==> config.mk <==
export PLATFORM = sky130hd
export DESIGN_NAME = hms_ctrl
export DESIGN_NICKNAME = d
export VERILOG_FILES = /design/src/hw/rtl/hms_pkg.sv /design/src/hw/rtl/hms_ctrl.sv
export SDC_FILE = /design/constraint.sdc
export NUM_CORES = 1
export LEC_CHECK = 0
export ABC_CLOCK_PERIOD_IN_PS = 1400
export CELL_PAD_IN_SITES_DETAIL_PLACEMENT = 2
export CELL_PAD_IN_SITES_GLOBAL_PLACEMENT = 2
export CORE_MARGIN = 2
export CORE_UTILIZATION = 28
export CTS_CLUSTER_DIAMETER = 60
export DETAILED_ROUTE_END_ITERATION = 6
export DONT_BUFFER_PORTS = 1
export GPL_ROUTABILITY_DRIVEN = 1
export GPL_TIMING_DRIVEN = 1
export MAX_ROUTING_LAYER = met4
export PLACE_DENSITY = 0.7
export SKIP_CTS_REPAIR_TIMING = 1
export SLEW_MARGIN = 0
export SYNTH_ARGS = -nofsm -noshare
export SYNTH_HDL_FRONTEND = slang
export SYNTH_SLANG_ARGS = --single-unit
==> constraint.sdc <==
create_clock -name clk -period 1.4 [get_ports clk]
set_input_delay 0.07 -clock clk [delete_from_list [all_inputs] [get_ports clk]]
set_output_delay 0.07 -clock clk [all_outputs]
set_load 0.03 [all_outputs]
==> src/hw/rtl/hms_pkg.sv <==
// Shared types and constants of the histogram merge and statistics block.
// Used by the controller, the datapath and the top level; depends on nothing.
`timescale 1ns / 1ps
`default_nettype none
package hms_pkg;

	localparam int CH_W = 5;
	localparam int BIN_W = 12;
	localparam int CNT_W = 32;
	localparam int EN_W = 44;
	localparam int S1_W = 56;
	localparam int S2_W = 68;
	localparam int WIDE_W = 128;
	localparam int DEN_W = 88;
	localparam int MEAN_W = 25;
	localparam int VAR_W = 30;
	localparam int OFF_W = 16;

	localparam logic [1:0] OP_ADD = 2'd0;
	localparam logic [1:0] OP_QUERY = 2'd1;
	localparam logic [1:0] OP_CLEAR = 2'd2;
	localparam logic [1:0] OP_NOP = 2'd3;

	localparam logic [1:0] ST_OK = 2'd0;
	localparam logic [1:0] ST_EMPTY = 2'd1;
	localparam logic [1:0] ST_REFUSED = 2'd2;
	localparam logic [1:0] ST_RANGE = 2'd3;

	// Operand pairs of the shared shift-add multiplier.
	localparam logic [1:0] MS_DEN = 2'd0;
	localparam logic [1:0] MS_PROD = 2'd1;
	localparam logic [1:0] MS_SQ = 2'd2;

	localparam logic DS_MEAN = 1'b0;
	localparam logic DS_VAR = 1'b1;

	localparam logic [4:0] DIV_MEAN_Q = 5'd20;
	localparam logic [4:0] DIV_VAR_Q = 5'd30;

	localparam logic [OFF_W-1:0] BASELINE_RST = 16'hF800;

	typedef struct packed {
		logic       accept;
		logic       add_post;
		logic       walk_issue;
		logic       clr_run;
		logic       set_empty;
		logic       mul_start;
		logic [1:0] mul_sel;
		logic       mul_cap;
		logic       div_start;
		logic       div_sel;
		logic       div_cap;
		logic       post;
	} dp_cmd_t;

	typedef struct packed {
		logic dec_add;
		logic dec_query;
		logic dec_clear;
		logic out_free;
		logic walk_last;
		logic pipe_empty;
		logic en_zero;
		logic mul_done;
		logic div_done;
		logic clr_last;
	} dp_stat_t;

endpackage
`default_nettype wire

==> src/hw/rtl/hms_ctrl.sv <==
// Controller state machine of the histogram block: sequences adds, bin walks,
// multiplies, divides and clearing sweeps. Depends on hms_pkg.
`timescale 1ns / 1ps
`default_nettype none
module hms_ctrl import hms_pkg::*; (
	input  wire      clk,
	input  wire      arst_n,
	input  wire      s_tvalid,
	output logic     s_tready,
	input  dp_stat_t stat,
	output dp_cmd_t  cmd
);

	localparam logic [3:0] S_CLR   = 4'd0;
	localparam logic [3:0] S_IDLE  = 4'd1;
	localparam logic [3:0] S_ADD   = 4'd2;
	localparam logic [3:0] S_WALK  = 4'd3;
	localparam logic [3:0] S_DRAIN = 4'd4;
	localparam logic [3:0] S_MUL1  = 4'd5;
	localparam logic [3:0] S_MUL2  = 4'd6;
	localparam logic [3:0] S_MUL3  = 4'd7;
	localparam logic [3:0] S_DIV1  = 4'd8;
	localparam logic [3:0] S_DIV2  = 4'd9;
	localparam logic [3:0] S_OUT   = 4'd10;

	logic [3:0] state_q, state_d;
	logic post_clr_q, post_clr_d;

	assign s_tready = (state_q == S_IDLE);

	always_comb begin
		state_d = state_q;
		post_clr_d = post_clr_q;
		cmd = '0;
		unique case (state_q)
			S_CLR: begin
				cmd.clr_run = 1'b1;
				if (stat.clr_last) begin
					state_d = post_clr_q ? S_OUT : S_IDLE;
				end
			end
			S_IDLE: begin
				if (s_tvalid) begin
					cmd.accept = 1'b1;
					if (stat.dec_add) begin
						state_d = S_ADD;
					end else if (stat.dec_query) begin
						state_d = S_WALK;
					end else if (stat.dec_clear) begin
						state_d = S_CLR;
						post_clr_d = 1'b1;
					end else begin
						state_d = S_OUT;
					end
				end
			end
			S_ADD: begin
				if (stat.out_free) begin
					cmd.add_post = 1'b1;
					state_d = S_IDLE;
				end
			end
			S_WALK: begin
				cmd.walk_issue = 1'b1;
				if (stat.walk_last) begin
					state_d = S_DRAIN;
				end
			end
			S_DRAIN: begin
				if (stat.pipe_empty) begin
					if (stat.en_zero) begin
						cmd.set_empty = 1'b1;
						state_d = S_OUT;
					end else begin
						cmd.mul_start = 1'b1;
						cmd.mul_sel = MS_DEN;
						state_d = S_MUL1;
					end
				end
			end
			S_MUL1: begin
				if (stat.mul_done) begin
					cmd.mul_cap = 1'b1;
					cmd.mul_start = 1'b1;
					cmd.mul_sel = MS_PROD;
					state_d = S_MUL2;
				end
			end
			S_MUL2: begin
				if (stat.mul_done) begin
					cmd.mul_cap = 1'b1;
					cmd.mul_start = 1'b1;
					cmd.mul_sel = MS_SQ;
					state_d = S_MUL3;
				end
			end
			S_MUL3: begin
				if (stat.mul_done) begin
					cmd.mul_cap = 1'b1;
					cmd.div_start = 1'b1;
					cmd.div_sel = DS_MEAN;
					state_d = S_DIV1;
				end
			end
			S_DIV1: begin
				if (stat.div_done) begin
					cmd.div_cap = 1'b1;
					cmd.div_start = 1'b1;
					cmd.div_sel = DS_VAR;
					state_d = S_DIV2;
				end
			end
			S_DIV2: begin
				if (stat.div_done) begin
					cmd.div_cap = 1'b1;
					state_d = S_OUT;
				end
			end
			S_OUT: begin
				if (stat.out_free) begin
					cmd.post = 1'b1;
					post_clr_d = 1'b0;
					state_d = S_IDLE;
				end
			end
			default: begin
				state_d = S_IDLE;
			end
		endcase
	end

	always_ff @(posedge clk or negedge arst_n) begin
		if (!arst_n) begin
			state_q <= S_CLR;
			post_clr_q <= 1'b0;
		end else begin
			state_q <= state_d;
			post_clr_q <= post_clr_d;
		end
	end

endmodule
`default_nettype wire

# [Yosys cells after proc, flatten, opt, wreduce, memory -nomap -nowiden]
# Cells that the tools add are included.
[word_totals] register_bits=5 input_bits=13 out_inout_bits=14 elab_cells=73
[op_classes] n_eq_ne=24 n_mux=42 reduce_logical=5
[op_table] op="$mux 4" n=18
[op_table] op="$pmux 4 s10" n=1
[op_table] op="$ne 2x2->1 const B" n=12
[op_table] op="$eq 4x3->1 const B" n=4
[op_table] op="$mux 1" n=15
[op_table] op="$eq 4x4->1 const B" n=3
[op_table] op="$reduce_and 10->1" n=1
[op_table] op="$mux 3" n=3
[op_table] op="$pmux 3 s3" n=1
[op_table] op="$eq 4x2->1 const B" n=2
[op_table] op="$reduce_and 6->1" n=1
[op_table] op="$eq 4x1->1 const B" n=1
[op_table] op="$logic_not 4->1" n=1
[op_table] op="$ne 2x1->1 const B" n=2
[op_table] op="$pmux 1 s2" n=2
[op_table] op="$pmux 2 s2" n=1
[op_table] op="$pmux 1 s3" n=1
[op_table] op="$reduce_bool 2->1" n=1
[op_table] op="$reduce_or 2->1" n=1

# [Depth between registers and ports, before layout]
# Gate-level depths: netlist (run 1).
[depth] word_depth=5 mapped_depth=6 mapped_depth_nobuf=5

# [Worst setup path before layout (run 1)]
# Ideal clock, no wire load.
[synth_path] path_type="flip-flop to output port" start="register state_q[2]" end="output port cmd[12] (netlist bit)" t_arrival_ns=1.823 required_time_ns=1.330 setup_slack_ns=-0.493 path_stages_with_launch=6 path_buffers=2 path_cell_list="dfrtp_1 buf_6 clkbuf_1 nor3_1 nand2_1 inv_1"
[synth_rtl] element="start, declared" line_no="hms_ctrl.sv:26" text="logic [3:0] state_q, state_d;"
[synth_rtl] element="start signal, assigned" line_no="hms_ctrl.sv:137" text="state_q <= state_d;"
[synth_rtl] element="end, declared" line_no="hms_ctrl.sv:11" text="output dp_cmd_t cmd"

# [Final worst setup path (run 1)]
[layout_path] start="register state_q[1]" end="register state_q[0]"
[layout_between] elab_chain_cells=4 elab_cells_between_ends=24 classes_between="20 x eq/ne; 1 x mux; 3 x reduce/logical"
[layout_rtl] element="$eq 4x4->1 / $eq 4x2->1 (equally long branches)" line_no="hms_ctrl.sv:35" text="unique case (state_q)"
[layout_rtl] element="$reduce_or 2->1 (no line)"
[layout_rtl] element="$ne 2x1->1 (no line)"
[layout_rtl] element="$reduce_and 10->1 (no line)"
# Several ways; a longest one is shown, not always the timed one.
# A chain may end at the register's enable or synchronous reset.

==> results of run 1 <==
[critical path, cell delays in order (launching register included)]
cell and delay [ns]:
dfrtp_2 0.47, buf_6 0.13, inv_4 0.04, buf_4 0.13
a211oi_2 0.24, o221ai_4 0.20, buf_4 0.19, o21ai_1 0.22
[power groups by stage]
stage               combinational (mW)  clock, mW  sequential [mW]
finish                            3.08      0.202            0.381
global route                      3.20      0.210            0.383
CTS                               2.10      0.176            0.343
detailed placement                2.08          0            0.342
global placement                  1.93          0            0.332
floorplan                         1.30          0            0.259
[cell families after synthesis]
family,after synthesis,synth area share (%)
buffers and inverters,14,11.5
AO/OA/AOI/OAI,26,30.1
AND/OR/NAND/NOR,41,36.6
multiplexers,1,1.62
flip-flops,5,20.2
[cells in the mapped netlist]
library cell / instances
a21oi_1: 7
o31ai_1: 1
clkbuf_1: 2
a22oi_1: 1
nand2b_1: 1
o22ai_1: 2
nand2b_4: 1
o221ai_2: 1
and3b_1: 1
inv_1: 7
nor4b_1: 2
nor2_1: 10
o21ai_1: 3
a32oi_1: 1
a221oi_2: 1
nand3_1: 1
nor4_1: 1
nor2b_2: 1
buf_6: 2
a22o_1: 1
o211ai_1: 1
a31oi_1: 2
and4_1: 1
dfrtp_1: 5
nor3_1: 7
nand2_1: 9
buf_2: 3
and3_1: 5
o21ai_0: 1
o22a_1: 1
a211oi_2: 1
a211oi_1: 1
mux2i_1: 1
nor2b_4: 1
o21bai_1: 1
[cell usage in the layout (no fill, tap or decap), drive strengths merged, types with 2 or more instances in the layout]
cell type and n:
a211oi 2, a21oi 7, a31oi 2, and3 5, buf 48, clkbuf 4, dfrtp 5, inv 7
nand2 9, nand2b 2, nor2 10, nor2b 2, nor3 7, nor4b 2, o21ai 4, o22ai 2
[cell type report]
type	count	area [um^2]	share of cell area, %
clock buffer	4	26.3	2.09
inverter	7	31.3	2.49
multi-input combinational	68	594	47.3
sequential	5	129	10.2
tap	28	35.0	2.79
timing repair buffer	49	442	35.1
[registers in the layout, indices dropped and copies added, names as in the netlist]
name,count
post_clr_q,1
state_q,4
[per-layer routing]
metal  up-vias  wire length, um  global-route usage, %
met5         -                0                      -
met3        20              324                   4.39
li1        411                -                      -
met2        71             2090                   44.2
met1       471             1920                   30.0
met4         0              152                   13.5
[how the worst min path moves through the flow]
stage / from / cells past startpoint / end
global placement: arst_n / 0 / state_q[0]$_DFFE_PN0P_
floorplan: arst_n / 0 / post_clr_q$_DFFE_PN0P_
finish: stat[7] / 2 / post_clr_q$_DFFE_PN0P_
CTS: arst_n / 0 / state_q[1]$_DFFE_PN0P_
global route: stat[7] / 2 / post_clr_q$_DFFE_PN0P_
detailed placement: arst_n / 0 / post_clr_q$_DFFE_PN0P_
==> qor.yml, run 1 <==
power_and_ir_drop:
  p_int_mw: 1.73
  pwr-share-comb_pct: 84.1
  finalPower_mw: 3.66
  power_frac_clock_pct: 5.5
  sequentialPowerShare_pct: 10.4
  p_switching_mw: 1.93
  power.density_nw_per_um2: 2910
  peakVddDrop_mv: 1.87
  p_leak_nw: 0.550
  p_sw_share_pct: 52.7
detailed_routing:
  vias_per_cell: 6.04
  drtAntennaViolNets: 0
  drc: 0
  dr_total_vias: 973
  routedWlPerCell_um: 27.8
  drtIter0Drc: 15
  dr.pass1.iters: 4
  drt_wl_total_um: 4480
placed_design:
  gp_congestion: 0.859
  placed_cell_area_um2: 917
  place_ws_ns: -0.233
  portBuffers: 0
  dp_hpwl_um: 2510
  post-place-cells: 143
cts:
  cts_sinks: 5
  cts_buffers: 3
  clkLatencyLatePin_ns: 0.26
  htreeDepth: 1
  cts_tree: "built"
  clk_path_buf_depth: 2
  clk_pin_slew_ns: 0.07
  cts_root_buffer: "clkbuf_4"
synthesis:
  syn_inst: 87
  ys_seq_elements: 5
  ys_types: 35
  seq_area_frac_synth_pct: 20.2
  yosys_warnings: 0
  synth.cell_area_um2: 619
  syn_nets: 100
  synth_top_area_share_pct: 20.2
  yosysTopAreaCell: "dfrtp_1"
  syn_avg_cell_area_um2: 7.12
  yosys-top-cells-area: "dfrtp_1, nor2_1, a21oi_1"
grt:
  grt_pass1_vias: 923
  grt_use_total_pct: 26.3
  grt_start_max_net_pins: 15
  grt_pass1_wl_um: 4850
  grt_overflow: 0
  grt_antenna_before_repair: 0
timing:
  clock_skew_ns: 0.0144
  setup-violations-final: 19
  max_clock_freq_mhz: 570
  relSlewSlack_pct: 78.5
  drv_slew: 0
  worst_slack_ns: -0.355
  rsz0062_at_grt: "yes"
  fin_crit_ns: 1.76
  period_share_pct: 125
  tightest_slew_ns: 0.318
  hold_slack_ns: 0.0180
  hold_violations: 0
  finalSetupTns_ns: -3.74
status:
  status: "finished, violations left"
  violations: "setup timing"
finish:
  fin_area_um2: 1260
  area_growth_pct: 103
  instances_no_fill: 161
  fillCellCount: 218
  postLayoutCoreUtil_pct: 58.5
  n_antenna_cell: 0
  drive_gt1_share_pct: 64.7
  nNetsFinal: 147
worst_setup_path:
  worst_ep_arrival_time_ns: 1.89
  crit_type: "register to register"
  rr_endpoint: "state_q[0]$_DFFE_PN0P_"
  r2r_slack_ns: -0.36
  setup.worst_path.start: "state_q[1]$_DFFE_PN0P_"
  crit_fanout: 7
  end_kind: "register"
  cp-start-kind: "register"
  critical_path_required_ns: 1.54
  r2r-start: "state_q[1]$_DFFE_PN0P_"
  worstRegToRegCells: 7
  worstSetupEndpoint: "state_q[0]$_DFFE_PN0P_"
die:
  initial_core_util_pct: 28.8
  io_pins: 27
  fp.dieH_um: 51.0
  row_count: 17
  dieArea_um2: 2600
  core_area_um2: 2150
  die_w_um: 51.0
hold_path:
  hold_class: "primary input to register"
run:
  max-cap-violations: 0
No activity file was read; power rests on OpenSTA's default activity.
==> run 2: changes to the inputs <==
Settings changed: PLACE_DENSITY 0.7 to not set, PLACE_DENSITY_LB_ADDON set to 0.3.
==> run 2 against run 1 <==
The run now fails in global routing (5_1_grt); synthesized area is the same; synthesized cell count is the same.
==> qor.yml, run 2 <==
synthesis:
  synth_common_cells: "nor2_1, nand2_1, a21oi_1, inv_1, nor3_1"
  synth_top_area_share_pct: 20.2
  yosys_warnings: 0
  synth_ff_type: "dfrtp_1"
  ys_types: 35
  synth_edf_count: 0
  ys_seq_elements: 5
  yosys-top-cells-area: "dfrtp_1, nor2_1, a21oi_1"
  syn_nets: 100
  seq_area_frac_synth_pct: 20.2
  synth.cell_area_um2: 619
  syn_avg_cell_area_um2: 7.12
  yosysTopAreaCell: "dfrtp_1"
  synth_most_common_cell: "nor2_1"
  synthArstFlopShare_pct: 100
  syn_inst: 87
status:
  failed_stage: "global routing (5_1_grt)"
  stop_error: "[ERROR DPL-0033] detailed placement checks failed during check placement."
  status: "did not finish"
die:
  initial_core_util_pct: 28.8
  io_pins: 27
  die_w_um: 51.0
  fp.dieH_um: 51.0
  row_count: 17
cts:
  clk_path_buf_depth: 2
  htreeDepth: 1
  cts_buffers: 3
  cts_root_buffer: "clkbuf_4"
  cts_sinks: 5
placed_design:
  dp_hpwl_um: 2620
  gp_congestion: 0.791
  place_ws_ns: -0.264
  portBuffers: 0
timing:
  worst-ep-kind: "register data pin"
  grt_repair_worst_endpoint: "state_q[2]$_DFFE_PN0P_/D"
grt:
  grt_start_max_net_pins: 12
  grt_antenna_before_repair: 0
run 2: cell counts after synthesis:
No cell type changed its count.
run 2: cell families after synthesis:
logic type	count (synthesis)	synth area share, %
AOI/OAI and AO/OA	26	30.1
buffers and inverters	14	11.5
DFF	5	20.2
muxes	1	1.62
and+or+nand+nor	41	36.6
run 2: stage by stage:
stage | area (um^2) | hold WS, ns | instances
after CTS | 960 | -0.513 | 149
after detailed placement | 932 | -0.226 | 145
after global placement | 932 | -0.225 | 145
after floorplan | 664 | -0.226 | 87
==> run 3: changes to the inputs <==
Settings changed: ABC_CLOCK_PERIOD_IN_PS 1400 to 1800, CELL_PAD_IN_SITES_DETAIL_PLACEMENT 2 to not set, CELL_PAD_IN_SITES_GLOBAL_PLACEMENT 2 to not set, CORE_AREA set to 2 2 63 65, CORE_MARGIN 2 to not set, CORE_UTILIZATION 28 to not set, CTS_CLUSTER_DIAMETER 60 to not set, DIE_AREA set to 0 0 65 67, MAX_ROUTING_LAYER met4 to not set, PLACE_DENSITY_LB_ADDON 0.3 to 0.15.
Clock period 1.4 ns to 1.8 ns, I/O delays scaled along.
==> run 3 against run 2 <==
The run now ends clean.
==> qor.yml, run 3 (same netlist as run 1, synthesis figures left out) <==
detailed_routing:
  vias_per_cell: 4.74
  routedWlPerCell_um: 13.4
  dr_total_vias: 725
  drtAntennaViolNets: 0
  drc: 0
  drtIter0Drc: 17
  dr.pass1.iters: 4
  drt_wl_total_um: 2050
worst_setup_path:
  cp_slowest_cell: "dfrtp_1"
  crit_fanout: 7
  cp-start-kind: "register"
  path_cells: "inv_1 -> nor2_1 -> a21oi_1 -> nor3_1 -> buf_4"
  worst_ep_arrival_time_ns: 1.57
  critPathMaxStageDelay_ns: 0.48
  cp_num_cells: 5
  crit_family: "flip-flops"
  path_buf_inv: 2
  worstRegToRegCells: 6
  end_kind: "primary output"
  critical_path_required_ns: 1.71
  crit_type: "register to primary output"
timing:
  drv_slew: 0
  rsz0062_at_grt: "no"
  tightest_slew_ns: 0.327
  relSlewSlack_pct: 78.2
  finalSetupTns_ns: 0
  setup-violations-final: 0
  clock_skew_ns: 0.000863
  fin_crit_ns: 1.66
  hold_violations: 0
  worst_slack_ns: 0.136
  max_clock_freq_mhz: 601
  period_share_pct: 92.4
die:
  row_count: 22
  initial_core_util_pct: 17.2
  dieArea_um2: 4360
  fp.dieH_um: 67
  die_w_um: 65
  core_area_um2: 3610
  io_pins: 27
cts:
  htreeDepth: 1
  cts_root_buffer: "clkbuf_8"
  cts_sinks: 5
  clk_pin_slew_ns: 0.04
  clkLatencyLatePin_ns: 0.22
  cts_tree: "built"
  cts_buffers: 3
  clk_path_buf_depth: 2
grt:
  grt_pass1_wl_um: 3350
  grt_start_max_net_pins: 15
  grt_pass1_vias: 725
  grt_overflow: 0
  grt_use_total_pct: 9.94
  grt_antenna_before_repair: 0
finish:
  final_cell_mix: "buf_4, nand2_1, nor2_1"
  regMostFlops: "state_q"
  largest_reg_flops: 4
  n_antenna_cell: 0
  drive_gt1_share_pct: 32.4
  reg_top3: "state_q (4), post_clr_q (1)"
  final_common_cell: "buf_4"
  nNetsFinal: 119
  area_growth_pct: 38.0
hold_path:
  min_path_cells: 2
  hold_class: "primary input to register"
placed_design:
  place_ws_ns: 0.256
  gp_congestion: 0.825
  portBuffers: 0
  dp_hpwl_um: 1690
power_and_ir_drop:
  p_leak_nw: 0.382
  peakVddDrop_mv: 0.420
  finalPower_mw: 1.71
  power.density_nw_per_um2: 2010
run:
  max-cap-violations: 0
status:
  status: "finished, final reports clean"
[run 3: area by class of cell]
class	count	area, um^2
clock buffer	4	45.0
fill	393	2750
inverter	7	26.3
multi-input combinational	68	437
sequential	5	126
tap	48	60.1
timing repair buffer	21	160
[run 3: worst paths after layout]
check                      slack, ns              startpoint                     end
hold / removal                  0.06                 stat[7]  post_clr_q$_DFFE_PN0P_
min in group asynchronous       0.17                  arst_n  state_q[3]$_DFFE_PN0P_
hold reg to reg                 0.59  post_clr_q$_DFFE_PN0P_  post_clr_q$_DFFE_PN0P_
max in group asynchronous       1.42                  arst_n  state_q[0]$_DFFE_PN0P_
setup / recovery                0.14  state_q[1]$_DFFE_PN0P_                  cmd[7]
setup reg to reg                0.30  state_q[1]$_DFFE_PN0P_  state_q[3]$_DFFE_PN0P_
[run 3: metal layers]
metal  routed length (um)  track usage (%)  up-vias
li1                     -                -      351
met3                   76             1.35        4
met1                  928             11.8      343
met5                    0                0        -
met4                   46             6.12        0
met2                 1000             16.9       27
[run 3: through the flow]
stage | std cells | instance area (um^2) | hold WS, ns | util (%)
2_1_floorplan | 87 | 631 | -0.206 | -
3_3_place_gp | 148 | 796 | -0.205 | 22.1
3_5_place_dp | 148 | 796 | -0.205 | 22.1
4_1_cts | 152 | 841 | -0.438 | 23.3
5_1_grt | 153 | 855 | 0.0646 | 23.7
6_report | 153 | 855 | 0.0586 | 23.7
[run 3: report_power, final]
group / total, mW / internal [mW] / switching, mW
Clock: 0.204 / 0.152 / 0.0524
Sequential: 0.284 / 0.175 / 0.109
Combinational: 1.23 / 0.523 / 0.702
